## config.mk

```make
export PLATFORM = sky130hd
export DESIGN_NAME = overwriting_byte_ring_buffer_top
export DESIGN_NICKNAME = d
export VERILOG_FILES = /design/src/obrb_pkg.sv /design/src/obrb_ram.sv /design/src/obrb_ctrl.sv /design/src/obrb_out_fifo.sv /design/src/overwriting_byte_ring_buffer_top.sv
export SDC_FILE = /design/constraint.sdc
export NUM_CORES = 1
export LEC_CHECK = 0
export BUFFER_PORTS_ARGS = -buffer_cell sky130_fd_sc_hd__buf_2
export CAP_MARGIN = 25
export CORE_MARGIN = 2
export CORE_UTILIZATION = 44
export CTS_CLUSTER_DIAMETER = 200
export CTS_CLUSTER_SIZE = 40
export DETAILED_ROUTE_END_ITERATION = 12
export GPL_TIMING_DRIVEN = 0
export PLACE_DENSITY = 0.57
export SLEW_MARGIN = 10
export SYNTH_ARGS = -nofsm -noshare
export SYNTH_HDL_FRONTEND = slang
export SYNTH_SLANG_ARGS = --single-unit
```

## constraint.sdc

```tcl
create_clock -name clk_i -period 5.7 [get_ports clk_i]
set_clock_uncertainty 0.15 [all_clocks]
set_input_delay 0.57 -clock clk_i [delete_from_list [all_inputs] [get_ports clk_i]]
set_output_delay 0.57 -clock clk_i [all_outputs]
set_load 0.02 [all_outputs]
```

## src/obrb_pkg.sv

```systemverilog
`timescale 1ns / 1ps
// ----------------------------------------------------------------------------
// obrb_pkg
// Shared types and constants of the overwriting byte ring buffer.
// ----------------------------------------------------------------------------
package obrb_pkg;

  localparam int DEPTH      = 64;
  localparam int IDX_W      = $clog2(DEPTH);
  localparam int FILL_W     = $clog2(DEPTH + 1);
  localparam int CFG_W      = 7;
  localparam int BYTE_W     = 8;
  localparam int FUNC_W     = 3;
  localparam int OUT_FILL_W = 7;
  localparam int TDATA_IN_W = 8;
  localparam int TDATA_OUT_W = 16;

  // Result queue ahead of the output port.
  localparam int OUT_DEPTH = 3;
  localparam int OPTR_W    = $clog2(OUT_DEPTH);
  localparam int OCNT_W    = $clog2(OUT_DEPTH + 1);

  typedef enum logic [FUNC_W-1:0] {
    FUNC_PUSH  = 3'd0,
    FUNC_POP   = 3'd1,
    FUNC_PEEK  = 3'd2,
    FUNC_DUMP  = 3'd3,
    FUNC_DRAIN = 3'd4
  } func_e;

  // Result fields known when the store access is issued.
  typedef struct packed {
    logic              use_ram;
    logic [FILL_W-1:0] fill;
    logic              was_empty;
    logic              full;
    logic              last;
  } res_meta_t;

  // Complete result word as it waits for the output port.
  typedef struct packed {
    logic [BYTE_W-1:0] data;
    logic [FILL_W-1:0] fill;
    logic              was_empty;
    logic              full;
    logic              last;
  } res_item_t;

endpackage

```

## src/obrb_ram.sv

```systemverilog
`timescale 1ns / 1ps
// ----------------------------------------------------------------------------
// obrb_ram
// Simple dual-port RAM with one write port and one registered read port.
// ----------------------------------------------------------------------------
module obrb_ram #(
  parameter int WIDTH  = 8,
  parameter int DEPTH  = 64,
  parameter int ADDR_W = $clog2(DEPTH)
) (
  input  logic              clk_i,
  input  logic              we_i,
  input  logic [ADDR_W-1:0] waddr_i,
  input  logic [WIDTH-1:0]  wdata_i,
  input  logic              re_i,
  input  logic [ADDR_W-1:0] raddr_i,
  output logic [WIDTH-1:0]  rdata_o
);

  logic [WIDTH-1:0] mem [DEPTH];

  always_ff @(posedge clk_i) begin
    if (we_i) begin
      mem[waddr_i] <= wdata_i;
    end
  end

  always_ff @(posedge clk_i) begin
    if (re_i) begin
      rdata_o <= mem[raddr_i];
    end
  end

endmodule

```

## src/obrb_ctrl.sv

```systemverilog
`timescale 1ns / 1ps
// ----------------------------------------------------------------------------
// obrb_ctrl
// Ring index bookkeeping, store access sequencing and result descriptors.
// ----------------------------------------------------------------------------
module obrb_ctrl
  import obrb_pkg::*;
(
  input  logic              clk_i,
  input  logic              rst_ni,
  input  logic              cfg_we_i,
  input  logic [CFG_W-1:0]  cfg_wdata_i,
  input  logic              in_valid_i,
  output logic              in_ready_o,
  input  logic [FUNC_W-1:0] in_func_i,
  input  logic [BYTE_W-1:0] in_data_i,
  input  logic              in_last_i,
  input  logic              room_i,
  output logic              mem_we_o,
  output logic [IDX_W-1:0]  mem_waddr_o,
  output logic [BYTE_W-1:0] mem_wdata_o,
  output logic              mem_re_o,
  output logic [IDX_W-1:0]  mem_raddr_o,
  output logic              pend_valid_o,
  output res_meta_t         pend_meta_o
);

  typedef enum logic {
    ST_IDLE,
    ST_DUMP
  } state_e;

  localparam logic [CFG_W-1:0] CFG_DEPTH = CFG_W'(DEPTH);

  state_e            state_q, state_d;
  logic [IDX_W-1:0]  widx_q, widx_d;
  logic [IDX_W-1:0]  ridx_q, ridx_d;
  logic              full_q, full_d;
  logic [FILL_W-1:0] size_q, size_d;
  logic [IDX_W-1:0]  didx_q, didx_d;
  logic [FILL_W-1:0] remain_q, remain_d;
  logic [FILL_W-1:0] dfill_q, dfill_d;
  logic              dfull_q, dfull_d;
  logic              drain_q, drain_d;
  logic              pend_valid_q, pend_valid_d;
  res_meta_t         pend_meta_q, pend_meta_d;

  function automatic logic [IDX_W-1:0] bump(input logic [IDX_W-1:0] idx,
                                            input logic [FILL_W-1:0] size);
    logic [FILL_W-1:0] nxt;
    nxt = FILL_W'(idx) + FILL_W'(1);
    return (nxt >= size) ? '0 : nxt[IDX_W-1:0];
  endfunction

  function automatic logic [FILL_W-1:0] fill_of(input logic [IDX_W-1:0] w,
                                                input logic [IDX_W-1:0] r,
                                                input logic full,
                                                input logic [FILL_W-1:0] size);
    if (w == r) begin
      return full ? size : '0;
    end else if (w > r) begin
      return FILL_W'(w) - FILL_W'(r);
    end
    return size - FILL_W'(r) + FILL_W'(w);
  endfunction

  function automatic res_meta_t empty_meta();
    res_meta_t m;
    m.use_ram   = 1'b0;
    m.fill      = '0;
    m.was_empty = 1'b1;
    m.full      = 1'b0;
    m.last      = 1'b1;
    return m;
  endfunction

  logic [FILL_W-1:0] fill_now;
  logic              accept;

  assign fill_now   = fill_of(widx_q, ridx_q, full_q, size_q);
  assign in_ready_o = (state_q == ST_IDLE) && room_i;
  assign accept     = in_valid_i && in_ready_o;

  always_comb begin
    logic [IDX_W-1:0] w_n;
    logic [IDX_W-1:0] r_n;
    logic             f_n;
    logic [CFG_W-1:0] clamp;

    w_n          = widx_q;
    r_n          = ridx_q;
    f_n          = full_q;
    clamp        = cfg_wdata_i;
    state_d      = state_q;
    widx_d       = widx_q;
    ridx_d       = ridx_q;
    full_d       = full_q;
    size_d       = size_q;
    didx_d       = didx_q;
    remain_d     = remain_q;
    dfill_d      = dfill_q;
    dfull_d      = dfull_q;
    drain_d      = drain_q;
    pend_valid_d = 1'b0;
    pend_meta_d  = pend_meta_q;
    mem_we_o     = 1'b0;
    mem_waddr_o  = widx_q;
    mem_wdata_o  = in_data_i;
    mem_re_o     = 1'b0;
    mem_raddr_o  = ridx_q;

    case (state_q)
      ST_IDLE: begin
        if (accept) begin
          case (func_e'(in_func_i))
            FUNC_PUSH: begin
              mem_we_o = 1'b1;
              r_n      = full_q ? bump(ridx_q, size_q) : ridx_q;
              w_n      = bump(widx_q, size_q);
              f_n      = (w_n == r_n);
              widx_d   = w_n;
              ridx_d   = r_n;
              full_d   = f_n;
              if (in_last_i) begin
                pend_valid_d          = 1'b1;
                pend_meta_d.use_ram   = 1'b0;
                pend_meta_d.fill      = fill_of(w_n, r_n, f_n, size_q);
                pend_meta_d.was_empty = 1'b0;
                pend_meta_d.full      = f_n;
                pend_meta_d.last      = 1'b1;
              end
            end
            FUNC_POP, FUNC_PEEK: begin
              pend_valid_d = 1'b1;
              if (fill_now == '0) begin
                pend_meta_d = empty_meta();
              end else begin
                mem_re_o = 1'b1;
                if (func_e'(in_func_i) == FUNC_POP) begin
                  r_n = bump(ridx_q, size_q);
                  f_n = 1'b0;
                end
                ridx_d                = r_n;
                full_d                = f_n;
                pend_meta_d.use_ram   = 1'b1;
                pend_meta_d.fill      = fill_of(widx_q, r_n, f_n, size_q);
                pend_meta_d.was_empty = 1'b0;
                pend_meta_d.full      = f_n;
                pend_meta_d.last      = 1'b1;
              end
            end
            FUNC_DUMP, FUNC_DRAIN: begin
              if (fill_now == '0) begin
                pend_valid_d = 1'b1;
                pend_meta_d  = empty_meta();
              end else begin
                state_d  = ST_DUMP;
                didx_d   = ridx_q;
                remain_d = fill_now;
                drain_d  = (func_e'(in_func_i) == FUNC_DRAIN);
                dfill_d  = drain_d ? '0 : fill_now;
                dfull_d  = !drain_d && full_q;
              end
            end
            default: begin
            end
          endcase
        end
      end
      ST_DUMP: begin
        if (room_i) begin
          mem_re_o              = 1'b1;
          mem_raddr_o           = didx_q;
          pend_valid_d          = 1'b1;
          pend_meta_d.use_ram   = 1'b1;
          pend_meta_d.fill      = dfill_q;
          pend_meta_d.was_empty = 1'b0;
          pend_meta_d.full      = dfull_q;
          pend_meta_d.last      = (remain_q == FILL_W'(1));
          didx_d                = bump(didx_q, size_q);
          remain_d              = remain_q - FILL_W'(1);
          if (remain_q == FILL_W'(1)) begin
            state_d = ST_IDLE;
            if (drain_q) begin
              widx_d = '0;
              ridx_d = '0;
              full_d = 1'b0;
            end
          end
        end
      end
      default: begin
        state_d = ST_IDLE;
      end
    endcase

    // A size write empties the store; the user keeps it to idle; not enforced.
    if (cfg_we_i) begin
      if (clamp == '0) begin
        clamp = CFG_W'(1);
      end else if (clamp > CFG_DEPTH) begin
        clamp = CFG_DEPTH;
      end
      size_d = clamp[FILL_W-1:0];
      widx_d = '0;
      ridx_d = '0;
      full_d = 1'b0;
    end
  end

  always_ff @(posedge clk_i or negedge rst_ni) begin
    if (!rst_ni) begin
      state_q      <= ST_IDLE;
      widx_q       <= '0;
      ridx_q       <= '0;
      full_q       <= 1'b0;
      size_q       <= FILL_W'(DEPTH);
      didx_q       <= '0;
      remain_q     <= '0;
      dfill_q      <= '0;
      dfull_q      <= 1'b0;
      drain_q      <= 1'b0;
      pend_valid_q <= 1'b0;
      pend_meta_q  <= '0;
    end else begin
      state_q      <= state_d;
      widx_q       <= widx_d;
      ridx_q       <= ridx_d;
      full_q       <= full_d;
      size_q       <= size_d;
      didx_q       <= didx_d;
      remain_q     <= remain_d;
      dfill_q      <= dfill_d;
      dfull_q      <= dfull_d;
      drain_q      <= drain_d;
      pend_valid_q <= pend_valid_d;
      pend_meta_q  <= pend_meta_d;
    end
  end

  assign pend_valid_o = pend_valid_q;
  assign pend_meta_o  = pend_meta_q;

endmodule

```

## src/obrb_out_fifo.sv

```systemverilog
`timescale 1ns / 1ps
// ----------------------------------------------------------------------------
// obrb_out_fifo
// Small result queue that decouples the output port from the store reads.
// ----------------------------------------------------------------------------
module obrb_out_fifo
  import obrb_pkg::*;
(
  input  logic              clk_i,
  input  logic              rst_ni,
  input  logic              push_i,
  input  res_item_t         item_i,
  output logic              valid_o,
  input  logic              ready_i,
  output res_item_t         item_o,
  output logic [OCNT_W-1:0] count_o
);

  res_item_t         slots [OUT_DEPTH];
  logic [OPTR_W-1:0] wptr_q, wptr_d;
  logic [OPTR_W-1:0] rptr_q, rptr_d;
  logic [OCNT_W-1:0] cnt_q, cnt_d;
  logic              pop;

  function automatic logic [OPTR_W-1:0] wrap_inc(input logic [OPTR_W-1:0] p);
    return (p == OPTR_W'(OUT_DEPTH - 1)) ? '0 : p + OPTR_W'(1);
  endfunction

  assign valid_o = (cnt_q != '0);
  assign pop     = valid_o && ready_i;
  assign item_o  = slots[rptr_q];
  assign count_o = cnt_q;

  always_comb begin
    wptr_d = push_i ? wrap_inc(wptr_q) : wptr_q;
    rptr_d = pop ? wrap_inc(rptr_q) : rptr_q;
    cnt_d  = cnt_q + OCNT_W'(push_i) - OCNT_W'(pop);
  end

  always_ff @(posedge clk_i or negedge rst_ni) begin
    if (!rst_ni) begin
      wptr_q <= '0;
      rptr_q <= '0;
      cnt_q  <= '0;
    end else begin
      wptr_q <= wptr_d;
      rptr_q <= rptr_d;
      cnt_q  <= cnt_d;
    end
  end

  always_ff @(posedge clk_i) begin
    if (push_i) begin
      slots[wptr_q] <= item_i;
    end
  end

endmodule

```

## src/overwriting_byte_ring_buffer_top.sv

```systemverilog
`timescale 1ns / 1ps
// ----------------------------------------------------------------------------
// overwriting_byte_ring_buffer_top
// Byte FIFO on a circular RAM that overwrites its oldest byte when full.
// ----------------------------------------------------------------------------
// Timing: each result is registered as a descriptor beside its RAM read, then
//   in the result queue before the master side; dump and drain pass via ST_DUMP.
// Throughput: push, pop and peek take one word per cycle while the queue has room;
//   dump and drain take no new word until the single RAM read port has read each stored byte.
// Reset: asynchronous, active low; the store is empty and the size is DEPTH.
//   The RAM contents are not cleared, and no entry is read before it is written.
// ----------------------------------------------------------------------------
module overwriting_byte_ring_buffer_top
  import obrb_pkg::*;
(
  input  logic                   clk_i,
  input  logic                   rst_ni,
  // Size register write port.
  input  logic                   cfg_we_i,
  input  logic [CFG_W-1:0]       cfg_wdata_i,
  // Command stream.
  input  logic                   s_axis_tvalid_i,
  output logic                   s_axis_tready_o,
  input  logic [TDATA_IN_W-1:0]  s_axis_tdata_i,   // [7:0] data_byte
  input  logic [FUNC_W-1:0]      s_axis_tuser_i,   // [2:0] func
  input  logic                   s_axis_tlast_i,   // last_in
  // Result stream.
  output logic                   m_axis_tvalid_o,
  input  logic                   m_axis_tready_i,
  output logic [TDATA_OUT_W-1:0] m_axis_tdata_o,   // [7:0] out_byte, [14:8] fill_count,
                                                   // [15] is_full
  output logic [0:0]             m_axis_tuser_o,   // [0] was_empty
  output logic                   m_axis_tlast_o    // last_out
);

  logic              mem_we;
  logic [IDX_W-1:0]  mem_waddr;
  logic [BYTE_W-1:0] mem_wdata;
  logic              mem_re;
  logic [IDX_W-1:0]  mem_raddr;
  logic [BYTE_W-1:0] mem_rdata;
  logic              pend_valid;
  res_meta_t         pend_meta;
  res_item_t         pend_item;
  res_item_t         out_item;
  logic [OCNT_W-1:0] fifo_cnt;
  logic [OCNT_W:0]   occupancy;
  logic              room;

  // The controller issues a new result only when the queue can absorb it,
  // counting the descriptor that is still waiting for its RAM read.
  assign occupancy = {1'b0, fifo_cnt} + (OCNT_W + 1)'(pend_valid);
  assign room      = (occupancy < (OCNT_W + 1)'(OUT_DEPTH));

  obrb_ctrl u_ctrl (
    .clk_i        (clk_i),
    .rst_ni       (rst_ni),
    .cfg_we_i     (cfg_we_i),
    .cfg_wdata_i  (cfg_wdata_i),
    .in_valid_i   (s_axis_tvalid_i),
    .in_ready_o   (s_axis_tready_o),
    .in_func_i    (s_axis_tuser_i),
    .in_data_i    (s_axis_tdata_i),
    .in_last_i    (s_axis_tlast_i),
    .room_i       (room),
    .mem_we_o     (mem_we),
    .mem_waddr_o  (mem_waddr),
    .mem_wdata_o  (mem_wdata),
    .mem_re_o     (mem_re),
    .mem_raddr_o  (mem_raddr),
    .pend_valid_o (pend_valid),
    .pend_meta_o  (pend_meta)
  );

  // Pushes and reads never target the store in the same cycle: a push word
  // only writes, and a read issued in the cycle after a push sees the written byte.
  obrb_ram #(
    .WIDTH (BYTE_W),
    .DEPTH (DEPTH)
  ) u_ram (
    .clk_i   (clk_i),
    .we_i    (mem_we),
    .waddr_i (mem_waddr),
    .wdata_i (mem_wdata),
    .re_i    (mem_re),
    .raddr_i (mem_raddr),
    .rdata_o (mem_rdata)
  );

  // The descriptor and the RAM read data line up in the same cycle.
  always_comb begin
    pend_item.data      = pend_meta.use_ram ? mem_rdata : '0;
    pend_item.fill      = pend_meta.fill;
    pend_item.was_empty = pend_meta.was_empty;
    pend_item.full      = pend_meta.full;
    pend_item.last      = pend_meta.last;
  end

  obrb_out_fifo u_out_fifo (
    .clk_i   (clk_i),
    .rst_ni  (rst_ni),
    .push_i  (pend_valid),
    .item_i  (pend_item),
    .valid_o (m_axis_tvalid_o),
    .ready_i (m_axis_tready_i),
    .item_o  (out_item),
    .count_o (fifo_cnt)
  );

  assign m_axis_tdata_o = {out_item.full, OUT_FILL_W'(out_item.fill), out_item.data};
  assign m_axis_tuser_o = out_item.was_empty;
  assign m_axis_tlast_o = out_item.last;

endmodule

```

After elaboration in Yosys (flattened, before gate mapping)
Memories as Yosys holds them, arrays and structs flattened. A register that Yosys moved wholly into a read port is not among the register bits.
Index checks and enable logic that the tools add are counted.
W data, S select, Z words.
Storage, ports and cells
  memories kept: 2
  input port bits: 24
  memory bits (writable): 566
  output and inout port bits: 20
  bits in read-only memories: 0
  bits in latches: 0
  logic and storage cells: 195
  flip-flop bits (word level): 61
Memories
  u_ram.mem: words 64, bits a word 8, read ports 1, clocked after memory_dff 1, write ports 1, line obrb_ram.sv:20  | logic [WIDTH-1:0] mem [DEPTH];
  u_out_fifo.slots: words 3, bits a word 18, read ports 1, clocked after memory_dff 0, write ports 1, line obrb_out_fifo.sv:19  | res_item_t slots [OUT_DEPTH];
Cells by class
  order comparisons: 8
  divide/modulo/power cells: 0
  equal/unequal tests: 24
  bitwise logic cells: 2
  $add $sub $neg: 18
  reduce and logical (&&, ||, !) cells: 16
  multiplexer cells: 106
  multiply operators: 0
  shift operators: 0
Operator list (count)
  $mux W6: 24
  $mux W7: 18
  $mux W11: 5
  $pmux W6 S2: 4
  $mux W1: 43
  $pmux W11 S3: 1
  $pmux W11 S2: 1
  $add A6 B1 Y7 const B: 3
  $add A7 B6 Y7: 3
  $ge A7 B7 Y1: 3
  $sub A6 B6 Y7: 3
  $sub A7 B6 Y7: 3
  $eq A6 B6 Y1: 3
  $gt A6 B6 Y1: 3
  $ne A3 B3 Y1 const B: 5
  $logic_not A7 Y1: 2
  $pmux W7 S2: 1
  $ne A4 B4 Y1 const B: 3
  $pmux W1 S2: 5
  $reduce_and A5 Y1: 2
  $mux W8: 1
  $reduce_and A4 Y1: 2
  $eq A7 B1 Y1 const B: 1
  $gt A7 B7 Y1 const B: 1
  22 further kinds: 34

Logic depth before layout (Yosys ltp)
  depth in word-level cells: 21
  gate-level depth with buffers: 24
  gate-level depth less buffers: 22

By module
A second synthesis with hierarchy kept.
Second synthesis, totals
  cells, all modules: 1888
  area total of the unflattened synthesis: 28861.4 um^2
Modules (own cells, without submodules)
  obrb_ram: sequential area each 15615.0 um^2, cells each 972, times used 1, area each 20270.7 um^2
  obrb_ctrl: sequential area each 1377.6 um^2, cells each 765, times used 1, area each 6197.2 um^2
  obrb_out_fifo: sequential area each 1771.7 um^2, cells each 140, times used 1, area each 2313.5 um^2
  overwriting_byte_ring_buffer_top: sequential area each 0.0 um^2, cells each 11, times used 1, area each 80.1 um^2

Worst setup path before layout
No wires, ideal clock.
  kind: register to register
  start: register u_ctrl.ridx_q[2]
  end: register u_ctrl.pend_meta_q, in the netlist u_ctrl.pend_meta_o[9]
  slack: 701 ps
  data arrival time: 4754 ps
  period minus slack after synthesis: 4999 ps
  required time: 5455 ps
  library setup time: 95 ps
  stages on the path, launching flop included: 23
  cell sequence: dfrtp_1 > clkbuf_1 > inv_1 > nor3_1 > nand3_1 > xnor2_1 > ha_1 > o21ai_0 > o21bai_1 > a211oi_1 > clkbuf_1 > a22o_1 > inv_1 > fa_1 > fa_1 > a211oi_1 > o21bai_1 > a21oi_1 > xnor2_1 > or3_1 > o211ai_1 > a31oi_1 > o31ai_1
On the way
  longest elaborated chain between the ends: 20
  elaborated cells on any way between the ends: 55
RTL lines
  from (decl): line obrb_ctrl.sv:37  | logic [IDX_W-1:0] ridx_q, ridx_d;
  from (signal assigned): line obrb_ctrl.sv:228  | ridx_q <= ridx_d;
  branches (longest 20 deep; another with $add A6 B1 Y7)
  to (signal assigned): line obrb_ctrl.sv:237  | pend_meta_q <= pend_meta_d;
  to (decl): line obrb_ctrl.sv:46  | res_meta_t pend_meta_q, pend_meta_d;
Parallel ways; which one is timed is not known. The select of a mux whose other input is x is not followed.
A chain may end at the register's enable or synchronous reset.

Final worst setup path
  start: register u_ctrl.ridx_q[1]
  end: register u_ctrl.pend_meta_q, in the netlist u_ctrl.pend_meta_o[8]
Same word-level chain as after synthesis.

==> impl_metrics.py <==
metrics = {
    "timing": {
        "clock.fmax_mhz": 184,
        "min_period_over_period_pct": 95.6,
        "tns_ns": 0,
        "rsz0062_at_grt": "false",
        "relSlewSlack_pct": 29.5,
        "setup-violations-final": 0,
        "drv_slew": 0,
        "fin_ws_ns": 0.251,
        "hold_violations": 0,
        "max_slew.worst_pin.slew_ns": 1.06,
        "min_period_ns": 5.45,
    },
    "yosys": {
        "async_reset_ff_share_pct": 9.61,
        "synth.most_common_cell": "edfxtp_1",
        "synth_edf_count": 574,
        "synth_common_cells": "574 x edfxtp_1, 211 x nand2_1, 128 x mux4_2",
        "synth_ff_type": "edfxtp_1",
        "synth_area_leader_cell": "edfxtp_1",
        "synth_area_leaders": "edfxtp_1 60%, mux4_2 10%, dfrtp_1 5.2%, ha_1 2.9%, nand2_1 2.7%",
        "netlist.area_leader.share_pct": 59.7,
        "syn_nets": 2012,
        "synth_area_per_cell_um2": 15.2,
        "yosysUniqueCellTypes": 91,
        "ys_ff_latch": 635,
        "yosysSeqAreaShare_pct": 65.0,
        "syn_area_mm2": 0.0289,
        "synthCells": 1900,
        "yosysWarningCount": 0,
    },
    "place": {
        "numPlacedInstances": 2808,
        "place.gp.congestion": 0.911,
        "dp_hpwl_um": 52700,
        "dpl_cell_area_mm2": 0.0304,
        "port_buffers": 40,
        "preCtsSetupSlack_ns": -0.884,
    },
    "global_routing": {
        "grt_pass1_vias": 16535,
        "top_usage_layer": "met2",
        "grt_first_pass_wirelength_um": 110000,
        "met2_usage_pct": 36.0,
        "grt_max_degree": 49,
        "grt_util_met3_pct": 2.92,
        "grt_antenna_before_repair": 5,
        "grtUsageTotal_pct": 22.1,
        "overflow": 0,
        "use_met1_pct": 32.3,
    },
    "setup_path": {
        "path_class": "flop to flop",
        "end_kind": "flop",
        "critPathMaxFanout": 10,
        "worst_ep_required_time_ns": 6.03,
        "cp-start-kind": "flop",
        "crit_arrival_ns": 5.78,
        "crit_slowest_cell": "dfrtp_2",
        "critical_path.max_stage_delay_ns": 0.52,
        "crit_path_frequent_cell": "a21o_1",
        "crit_path_cell_trace": "ha_2, ha_1, a21o_1, a21o_1, a211oi_1, o21bai_2, a211oi_2, buf_4, a22o_2, inv_1, fa_1, ha_1, a21o_1, a21oi_1, o21ai_0, xor2_1, o21ai_0, a2bb2oi_1, o221ai_1, mux2_4",
    },
    "floorplan": {
        "fp.dieW_um": 260,
        "start_util_pct": 44.7,
        "design.die.area_mm2": 0.0677,
        "ioPinCount": 44,
        "rows": 93,
        "fp.dieH_um": 260,
        "core_area_mm2": 0.0647,
    },
    "cells_and_area": {
        "final_area_mm2": 0.0313,
        "n_antenna_cell": 0,
        "drive_gt1_share_pct": 16.3,
        "area_growth_pct": 8.27,
        "final_cell_count_no_fill": 2856,
        "fin_nets": 2100,
    },
    "power": {
        "report.power.total_mw": 14.4,
        "p_per_area_mw_per_mm2": 461,
        "p_leak_nw": 10.6,
        "ir_drop_v": 0.000339,
    },
    "route": {
        "viasPerCell": 5.90,
        "ant_nets": 0,
        "vias": 16850,
        "drt-total-wl_um": 74600,
        "routedWlPerCell_um": 26.1,
        "firstDrtPassIters": 6,
        "remaining_drc_errors": 0,
        "dr.first_iter.drc_count": 1954,
    },
    "clock_network": {
        "cts.clk_slew.worst_paths_ns": 0.16,
        "clock-sinks": 635,
        "tritoncts": "built",
        "worstSkewPairLatency_ns": 0.60,
        "clock_tree.root_cell": "clkbuf_16",
        "clockBufferDepth": 3,
        "numCtsBuffers": 19,
        "htreeDepth": 1,
    },
    "hold_path": {
        "hold_class": "input pin to flop",
    },
    "outcome": {
        "status": "complete, no violations",
    },
    "flow_run": {
        "cap_violations": 0,
    },
}
[kinds of logic (layout without fill, tap and decap cells)]
| logic type | Yosys count | count (layout) | synth area share, % |
|---|---|---|---|
| adder cells (fa/ha/maj) | 89 | 89 | 4.39 |
| AO/OA/AOI/OAI | 291 | 291 | 7.23 |
| XOR/XNOR | 29 | 29 | 0.879 |
| AND/OR/NAND/NOR | 520 | 520 | 8.32 |
| buffers and inverters | 152 | 253 | 2.17 |
| flip-flops | 635 | 635 | 65.0 |
| multiplexers | 184 | 184 | 12.0 |
[worst max-delay path, delay by kind of cell, from the launching register on]
kind	cells	cell delay, ns
AO/OA/AOI/OAI	12	2.42
XOR/XNOR	1	0.17
adder cells (fa/ha/maj)	4	1.44
buffers and inverters	2	0.31
flip-flops	1	0.52
multiplexers	1	0.31
[through the flow]
stage / hold WS [ns] / utilization [%]
4_1_cts: 0.0572 / 48.1
2_1_floorplan: 0.124 / -
3_5_place_dp: 0.322 / 47.0
6_report: 0.0765 / 48.3
5_1_grt: 0.0758 / 48.3
3_3_place_gp: 0.313 / 46.6
[routing by layer]
metal  part of all wire, %  vias to the layer above
met1                    45                     8719
met3                   5.8                       81
li1                      -                     7506
met4                   1.8                        6
met5                 0.062                        -
met2                    48                      538
[area by class of cell]
| class | instances | area (um2) |
|---|---|---|
| clock buffer | 32 | 524 |
| sequential | 635 | 18800 |
| multi-input combinational | 1113 | 9660 |
| timing repair buffer | 71 | 577 |
| buffer | 83 | 378 |
| tap | 855 | 1070 |
| fill | 5662 | 33400 |
| clock inverter | 2 | 38.8 |
| inverter | 65 | 250 |
[placed cells by master, fill, tap and decap left out, drive strengths merged, types with 18 or more instances in the layout]
cell    netlist  routed
nand3        56      56
and2         20      20
a21o         23      23
o211ai       22      22
buf          23      95
clkbuf       64      90
nand2       211     211
nor3         29      29
fa           21      21
edfxtp      574     574
nor2        124     124
inv          64      64
mux4        128     128
ha           67      67
dfrtp        60      60
a21oi        49      49
mux2i        47      47
xnor2        18      18
o21ai        71      71
[sequential cells by signal, summed over array words and instances (netlist names)]
signal / cells
u_out_fifo.slots: 54
u_ctrl.drain_q: 1
u_ctrl.size_q: 7
u_ctrl.didx_q: 6
u_ram.mem: 512
u_out_fifo.wptr_q: 2
u_ctrl.dfill_q: 7
u_ctrl.mem_waddr_o: 6
u_ctrl.state_q: 1
u_ctrl.remain_q: 7
u_ctrl.pend_valid_o: 1
u_out_fifo.count_o: 2
u_out_fifo.rptr_q: 2
u_ram.rdata_o: 8
u_ctrl.full_q: 1
u_ctrl.pend_meta_o: 11
u_ctrl.dfull_q: 1
u_ctrl.ridx_q: 6
[report_power, final]
| part | switching (mW) | internal, mW | total [mW] |
|---|---|---|---|
| Sequential | 0.120 | 5.42 | 5.54 |
| Clock | 1.35 | 0.695 | 2.04 |
| Combinational | 4.17 | 2.66 | 6.83 |
[timing repair]
action	CTS	global route
setup endpoints to repair	8	7
pin swaps	1	2
hold buffers	1	0
setup buffers	1	16
resized for setup	30	18
endpoints found under the hold margin	20	0
cloned	0	0
[final timing paths]
path | startpoint | endpoint | slack, ns | depth (start not counted)
min in group asynchronous | rst_ni | u_ctrl.size_q[3]$_DFFE_PN0P_ | 0.25 | 2
hold / removal | cfg_wdata_i[6] | u_ctrl.size_q[6]$_DFFE_PN1P_ | 0.08 | 3
setup reg to reg | u_ctrl.ridx_q[1]$_DFFE_PN0P_ | u_ctrl.pend_meta_o[8]$_DFFE_PN0P_ | 0.25 | 20
setup / recovery | u_ctrl.ridx_q[1]$_DFFE_PN0P_ | u_ctrl.pend_meta_o[8]$_DFFE_PN0P_ | 0.25 | 20
max in group asynchronous | rst_ni | u_out_fifo.wptr_q[1]$_DFFE_PN0P_ | 4.57 | 3
hold reg to reg | u_ctrl.dfill_q[4]$_DFFE_PN0P_ | u_ctrl.dfill_q[4]$_DFFE_PN0P_ | 0.36 | 2
No activity file was read; power rests on OpenSTA's default activity.
